**config.mk**
```make
export PLATFORM = sky130hd
export DESIGN_NAME = query_string_tokenizer
export DESIGN_NICKNAME = d
export VERILOG_FILES = /design/src/rtl/qst_pkg.sv /design/src/rtl/query_string_tokenizer.sv
export SDC_FILE = /design/constraint.sdc
export NUM_CORES = 1
export LEC_CHECK = 0
export ABC_CLOCK_PERIOD_IN_PS = 4600
export BUFFER_PORTS_ARGS = -buffer_cell sky130_fd_sc_hd__buf_2
export CAP_MARGIN = 10
export CORE_MARGIN = 2
export CORE_UTILIZATION = 55
export CTS_CLUSTER_SIZE = 10
export DETAILED_ROUTE_END_ITERATION = 7
export PLACE_DENSITY = 0.87
export SLEW_MARGIN = 20
export SYNTH_ARGS = -nofsm -noshare
export SYNTH_HDL_FRONTEND = slang
export SYNTH_SLANG_ARGS = --single-unit
```
**constraint.sdc**
```tcl
create_clock -name clk -period 4.6 [get_ports clk]
set_clock_uncertainty 0.2 [all_clocks]
set_input_delay 0.23 -clock clk [delete_from_list [all_inputs] [get_ports clk]]
set_output_delay 0.23 -clock clk [all_outputs]
set_load 0.1 [all_outputs]
```
**src/rtl/qst_pkg.sv**
```systemverilog
// Package for the query string tokenizer: payload structs, phase encoding,
// delimiter bytes and default sizes.
// No dependencies.
package qst_pkg;

  localparam int CH_W  = 8;
  localparam int OFS_W = 12;
  localparam int CNT_W = 5;

  localparam int MAX_PAIRS_DEF    = 20;
  localparam int MAX_PATH_LEN_DEF = 4096;

  localparam logic [CH_W-1:0] CH_QUESTION = 8'h3F;
  localparam logic [CH_W-1:0] CH_EQUALS   = 8'h3D;
  localparam logic [CH_W-1:0] CH_AMP      = 8'h26;

  typedef enum logic [1:0] {
    PH_SEEK  = 2'd0,
    PH_KEY   = 2'd1,
    PH_VALUE = 2'd2,
    PH_DONE  = 2'd3
  } phase_t;

  typedef struct packed {
    logic [CH_W-1:0] ch;
    logic            last;
  } qst_in_t;

  typedef struct packed {
    logic             pair_valid;
    logic [CNT_W-1:0] pair_index;
    logic [OFS_W-1:0] key_offset;
    logic [OFS_W-1:0] key_length;
    logic [OFS_W-1:0] value_offset;
    logic [OFS_W-1:0] value_length;
    logic             end_of_path;
    logic [CNT_W-1:0] pair_count;
  } qst_out_t;

endpackage

```
**src/rtl/query_string_tokenizer.sv**
```systemverilog
// A result is registered in the cycle after the byte that causes it is accepted.
// Throughput: one byte per cycle while in_ready is high; the phase update, position counter and span
// subtractions all settle between the state registers and the result register.
// in_ready is high while the result register is empty or being drained.
// Reset (rst_n, synchronous, active low) returns to the seek phase and empties the output.
// Depends on qst_pkg.
module query_string_tokenizer #(
  parameter int MAX_PAIRS    = qst_pkg::MAX_PAIRS_DEF,
  parameter int MAX_PATH_LEN = qst_pkg::MAX_PATH_LEN_DEF
) (
  input  logic              clk,
  input  logic              rst_n,
  input  logic              in_valid,
  output logic              in_ready,
  input  qst_pkg::qst_in_t  in_data,
  output logic              out_valid,
  input  logic              out_ready,
  output qst_pkg::qst_out_t out_data
);
  import qst_pkg::*;

  localparam int PW    = $clog2(MAX_PATH_LEN);
  localparam int EXT_W = (PW > OFS_W) ? PW : OFS_W;

  phase_t           phase_r, phase_nxt;
  logic [PW-1:0]    position_r, position_nxt;
  logic [PW-1:0]    seg_start_r, seg_start_nxt;
  logic [PW-1:0]    key_ofs_r, key_ofs_nxt;
  logic [PW-1:0]    key_len_r, key_len_nxt;
  logic [CNT_W-1:0] pairs_r, pairs_nxt;
  logic             out_valid_r, out_valid_nxt;
  qst_out_t         out_data_r, out_data_nxt;

  logic             accept;
  logic [PW-1:0]    pos_inc;
  logic             have_pair;
  logic [CNT_W-1:0] pair_idx;
  logic [PW-1:0]    val_len;
  logic             at_limit;

  function automatic logic [PW-1:0] inc_wrap(input logic [PW-1:0] p);
    return (p == PW'(MAX_PATH_LEN - 1)) ? '0 : p + PW'(1);
  endfunction

  // Distance from 'from' to 'to' modulo the path length.
  function automatic logic [PW-1:0] span(input logic [PW-1:0] from, input logic [PW-1:0] to);
    logic [PW:0] diff;
    diff = {1'b0, to} - {1'b0, from};
    if (diff[PW]) begin
      diff = diff + (PW+1)'(MAX_PATH_LEN);
    end
    return diff[PW-1:0];
  endfunction

  function automatic logic [OFS_W-1:0] to_ofs(input logic [PW-1:0] x);
    logic [EXT_W-1:0] e;
    e = EXT_W'(x);
    return e[OFS_W-1:0];
  endfunction

  assign in_ready  = out_ready || !out_valid_r;
  assign accept    = in_valid && in_ready;
  assign out_valid = out_valid_r;
  assign out_data  = out_data_r;

  assign pos_inc  = inc_wrap(position_r);
  assign at_limit = (pairs_r >= CNT_W'(MAX_PAIRS - 1));

  always_comb begin
    phase_nxt     = phase_r;
    seg_start_nxt = seg_start_r;
    key_ofs_nxt   = key_ofs_r;
    key_len_nxt   = key_len_r;
    pairs_nxt     = pairs_r;
    have_pair     = 1'b0;
    pair_idx      = pairs_r;
    val_len       = '0;

    unique case (phase_r)
      PH_SEEK: begin
        if (in_data.ch == CH_QUESTION) begin
          seg_start_nxt = pos_inc;
          phase_nxt     = PH_KEY;
        end
      end
      PH_KEY: begin
        if (in_data.ch == CH_EQUALS) begin
          key_ofs_nxt   = seg_start_r;
          key_len_nxt   = span(seg_start_r, position_r);
          seg_start_nxt = pos_inc;
          phase_nxt     = PH_VALUE;
        end
      end
      PH_VALUE: begin
        if (in_data.ch == CH_AMP) begin
          if (at_limit) begin
            phase_nxt = PH_DONE;
          end else begin
            have_pair     = 1'b1;
            val_len       = span(seg_start_r, position_r);
            pairs_nxt     = pairs_r + CNT_W'(1);
            seg_start_nxt = pos_inc;
            phase_nxt     = PH_KEY;
          end
        end else if (in_data.last) begin
          have_pair = 1'b1;
          val_len   = span(seg_start_r, pos_inc);
          pairs_nxt = pairs_r + CNT_W'(1);
        end
      end
      PH_DONE: begin
      end
      default: begin
      end
    endcase

    out_data_nxt              = out_data_r;
    out_data_nxt.pair_valid   = have_pair;
    out_data_nxt.pair_index   = have_pair ? pair_idx : '0;
    out_data_nxt.key_offset   = have_pair ? to_ofs(key_ofs_nxt) : '0;
    out_data_nxt.key_length   = have_pair ? to_ofs(key_len_nxt) : '0;
    out_data_nxt.value_offset = have_pair ? to_ofs(seg_start_r) : '0;
    out_data_nxt.value_length = have_pair ? to_ofs(val_len) : '0;
    out_data_nxt.end_of_path  = in_data.last;
    out_data_nxt.pair_count   = pairs_nxt;

    position_nxt = pos_inc;
    // Re-arm for the next path after the final byte.
    if (in_data.last) begin
      phase_nxt     = PH_SEEK;
      position_nxt  = '0;
      seg_start_nxt = '0;
      key_ofs_nxt   = '0;
      key_len_nxt   = '0;
      pairs_nxt     = '0;
    end

    out_valid_nxt = out_valid_r && !out_ready;
    if (accept && (have_pair || in_data.last)) begin
      out_valid_nxt = 1'b1;
    end
  end

  always_ff @(posedge clk) begin
    if (!rst_n) begin
      phase_r     <= PH_SEEK;
      position_r  <= '0;
      seg_start_r <= '0;
      key_ofs_r   <= '0;
      key_len_r   <= '0;
      pairs_r     <= '0;
      out_valid_r <= 1'b0;
    end else begin
      out_valid_r <= out_valid_nxt;
      if (accept) begin
        phase_r     <= phase_nxt;
        position_r  <= position_nxt;
        seg_start_r <= seg_start_nxt;
        key_ofs_r   <= key_ofs_nxt;
        key_len_r   <= key_len_nxt;
        pairs_r     <= pairs_nxt;
      end
    end
  end

  // Result payload: load only when a new transaction produces a result.
  always_ff @(posedge clk) begin
    if (accept && (have_pair || in_data.last)) begin
      out_data_r <= out_data_nxt;
    end
  end

endmodule

```
==> impl_results.rst <==
.. list-table::
   :header-rows: 1

   * - Metric
     - Value
   * - Result of the run
     - finished, final reports clean
   * - Combinational group share of total power
     - 10.9%
   * - Leakage power total
     - 2.64 nW
   * - Unrepaired setup endpoints after global routing
     - false
   * - Wirelength, routed
     - roughly 17 mm
   * - Net Count, Synth
     - a little under 700
   * - TritonCTS buffer count
     - 17
   * - Number of antenna-violating nets in the routed design
     - 0
   * - Worst-case vdd ir drop
     - 0.229 mV
   * - Cell family with the largest share of critical-path delay
     - compound AO/OA/AOI/OAI gates
   * - Final number of max-transition violations
     - 0
   * - Mean area per synthesized cell
     - 9.41 um^2
   * - Vertical die dimension
     - between 100 and 150 um
   * - Die Area
     - 12,100 um^2
   * - Total setup violations reported at the end of the flow
     - 0
   * - Classification of the worst-slack hold path
     - in -> reg
   * - Arrival time reported for the critical path endpoint
     - 4.37 ns
   * - Number of placed I/O pins
     - 75
   * - Actual slew at the worst max-slew pin
     - 0.945 ns
   * - Antenna fix cells
     - 0
   * - Kind of critical path
     - reg -> reg
   * - Post-synthesis sequential element count
     - 116
   * - Clock tree from TritonCTS
     - yes
   * - Clk buf depth
     - 2
   * - Cells after synthesis
     - 657
   * - Filler cell count
     - 856
   * - Pin count of the biggest net entering global routing
     - between 50 and 60
   * - Vias in the first global route
     - roughly 5,100
   * - Number of hold violations in the final report
     - 0
   * - Placeable core area
     - 10,900 um^2
   * - Req. time, crit path
     - between 4 and 5 ns
   * - Fraction of power consumed by the clock network
     - 47.8%
   * - Master of the slowest instance on the critical path
     - dfxtp_2
   * - Max transition margin
     - 36.9%
   * - Clk pin slew, worst setup/hold paths
     - ~0.060 ns
   * - Post-synth EDFFs
     - 60
   * - Fmax achieved
     - 0.233 GHz
   * - Buf/Inv on CP
     - 1
   * - Delay of the slowest cell on the worst path
     - approximately 0.44 ns
   * - Drt via density
     - between 6 and 7
   * - CTS Root Cell
     - clkbuf_8
   * - Cell variety after synth
     - between 60 and 70
   * - Number of setup buffers added after CTS
     - 0
   * - Critical Path End Type
     - flip-flop
   * - TNS Setup
     - 0 ns
   * - Sort of element at the start of the critical path
     - flip-flop
   * - Initial standard-cell utilization of the core
     - 56.8%
   * - Initial antenna violation count
     - 0
   * - Post-layout nets
     - 765
   * - PwrDens
     - between 300 and 400 nW/um^2
   * - Drt drc
     - 0
   * - Cells along the critical path
     - ha_1, and4_1, and3_1, nand2b_1, inv_1, ha_1, nor2b_1, o21ai_0, a311oi_1, o31a_1, maj3_2, a21oi_4, a2111oi_1, a311oi_1, o22ai_1
   * - Routed length per instance
     - between 15 and 20 um
   * - Detailed Routing Iterations Pass 1
     - 7
   * - Sw power
     - 0.747 mW
   * - Remaining Overflow, GRT
     - 0
   * - Global-route wire length before repair
     - 26.3 mm
   * - Sequential share of power
     - 41.3%
   * - Num rows
     - 38
   * - Max Fanout on Critical Path
     - 9
   * - Summed instance area of the synthesized netlist
     - 6180 um^2
   * - Fraction of final layout cells with drive strength greater than 1
     - approximately 17%
   * - Ys async rst share
     - 0%
   * - Minimum clock period
     - 4.30 ns
   * - Gp weighted congestion
     - 0.968
   * - Number of maximum-capacitance violations
     - 0
   * - Drt initial violations
     - 392
   * - Maximum level of the CTS H-tree
     - 4
   * - Net Sw Frac
     - 27.7%
   * - Buffers on Ports
     - 74
   * - Cell-internal power
     - roughly 2.0 mW
   * - Final Cycle Share
     - 93.4%
   * - Most frequently used flop master after synthesis
     - edfxtp_1
   * - Number of clock sinks
     - 116
   * - Horizontal extent of the die
     - 110 um
   * - Vias after detailed routing
     - about 5,300
   * - Share of synthesized area occupied by flip-flops and latches
     - 47.3%
   * - GRT Resource Usage Total
     - 29.1%
   * - Detailed Place HPWL
     - ~11 mm
   * - Final core area utilization
     - 66.8%
   * - Yosys warning count
     - 0
   * - Growth of design area from synthesis to finish
     - 17.6%
   * - Insertion delay of the later-clocked pin in the worst-skew pair
     - 0.54 ns
cells by family after synthesis:
family                     Yosys count  synth area share (%)
buffers and inverters               63                  4.01
and+or+nand+nor                    256                  20.4
DFF                                116                  47.3
xor gates and xnor gates            31                  4.39
AOI/OAI and AO/OA                  151                  16.1
adders and majority gates           28                  5.81
muxes                               12                  1.98
final cells by class:
cell class	instances	area [um^2]	area share [%]
clock inverter	14	150	2.07
sequential	116	2920	40.2
timing repair buffer	84	463	6.37
tap	140	175	2.41
inverter	30	113	1.55
multi-input combinational	478	3020	41.5
clock buffer	18	428	5.89
through the flow:
step	power (mW)	setup slack [ns]	hold WS [ns]	area (um^2)	instances
final	2.70	0.303	0.136	7270	880
after global routing	2.77	0.0571	0.157	7270	880
after CTS	2.70	0.253	0.122	7270	880
after detailed placement	1.43	0.275	0.309	6670	846
after global placement	1.42	0.382	0.301	6670	846
after floorplan	1.37	0.563	0.129	6180	657
final timing paths:
path                                                   end  slack, ns                  startpoint  cells past startpoint
worst max-delay path            out_data[15]$_SDFFCE_PN0P_       0.30  position_r[0]$_SDFFE_PN0P_                     15
worst min register to register   key_ofs_r[0]$_SDFFE_PN0P_       0.33   key_ofs_r[0]$_SDFFE_PN0P_                      2
worst min-delay path            position_r[2]$_SDFFE_PN0P_       0.14                    in_valid                      4
worst max register to register  out_data[15]$_SDFFCE_PN0P_       0.30  position_r[0]$_SDFFE_PN0P_                     15
tightest hold or removal path, cell delays in order:
cell      delay (ns)
buf_2           0.10
and2_1          0.30
nand2_1         0.11
a21boi_0        0.07
timing repair:
item / in CTS / in global routing
hold buffers: 2 / 0
resized for setup: 0 / 1
hold endpoints to repair: 2 / 0
setup endpoints to repair: 0 / 3
power groups by stage:
stage / combinational (mW) / sequential (mW) / clock [mW]
2_1_floorplan: 0.0862 / 1.28 / 0
3_3_place_gp: 0.288 / 1.13 / 0
3_5_place_dp: 0.290 / 1.14 / 0
4_1_cts: 0.293 / 1.11 / 1.30
5_1_grt: 0.307 / 1.12 / 1.34
6_report: 0.294 / 1.11 / 1.29
layout by cell type, fill, tap and decap left out, drive strengths merged, types with 4 or more instances in the layout:
master and n:
a2111oi 5, o21ai 22, a21oi 48, inv 34
nand2 82, nand4 4, o21a 6, clkbuf 18
nor3 14, edfxtp 60, and3 4, a22oi 29
buf 82, a31oi 5, ha 23, a21boi 12
mux2i 10, and2 24, dfxtp 56, nor2 50
xor2 12, clkinv 6, nand3 12, xnor2 19
nor2b 48
metal layers:
metal | part of all wire (%) | track usage, % | up-vias
met2 | 49 | 48.7 | 247
li1 | - | - | 2462
met3 | 7.2 | 6.64 | 46
met1 | 40 | 35.8 | 2551
met5 | 0 | 0 | -
met4 | 3.1 | 13.0 | 0
flip-flops by register name (all words and copies together), names as in the netlist:
register / count
out_valid: 1
position_r: 12
out_data: 60
pair_idx: 5
phase_r: 2
key_len_r: 12
key_ofs_r: 12
seg_start_r: 12
cell usage after synthesis, drive strengths merged, types with 2 or more instances:
cell	number	share of area, %
a2111oi	5	0.83
a211oi	2	0.24
a21boi	12	1.5
a21o	2	0.24
a21oi	48	4.1
a22oi	29	3.5
a311oi	2	0.28
a31oi	5	0.51
and2	24	2.4
and3	4	0.40
and4	2	0.32
buf	5	0.43
clkbuf	28	1.8
dfxtp	56	18
edfxtp	60	29
fa	2	0.65
ha	23	4.7
inv	30	1.8
maj3	3	0.51
mux2	2	0.36
mux2i	10	1.6
nand2	82	5.0
nand2b	3	0.30
nand3	12	0.97
nand4	4	0.40
nor2	50	3.1
nor2b	48	4.9
nor3	14	1.1
nor3b	2	0.24
nor4	2	0.20
o211ai	2	0.24
o21a	6	0.73
o21ai	22	1.8
o21bai	2	0.24
o22ai	3	0.30
or2	3	0.30
or3	3	0.30
xnor2	19	2.7
xor2	12	1.7
Note: power is estimated with default switching activity, not from simulation.
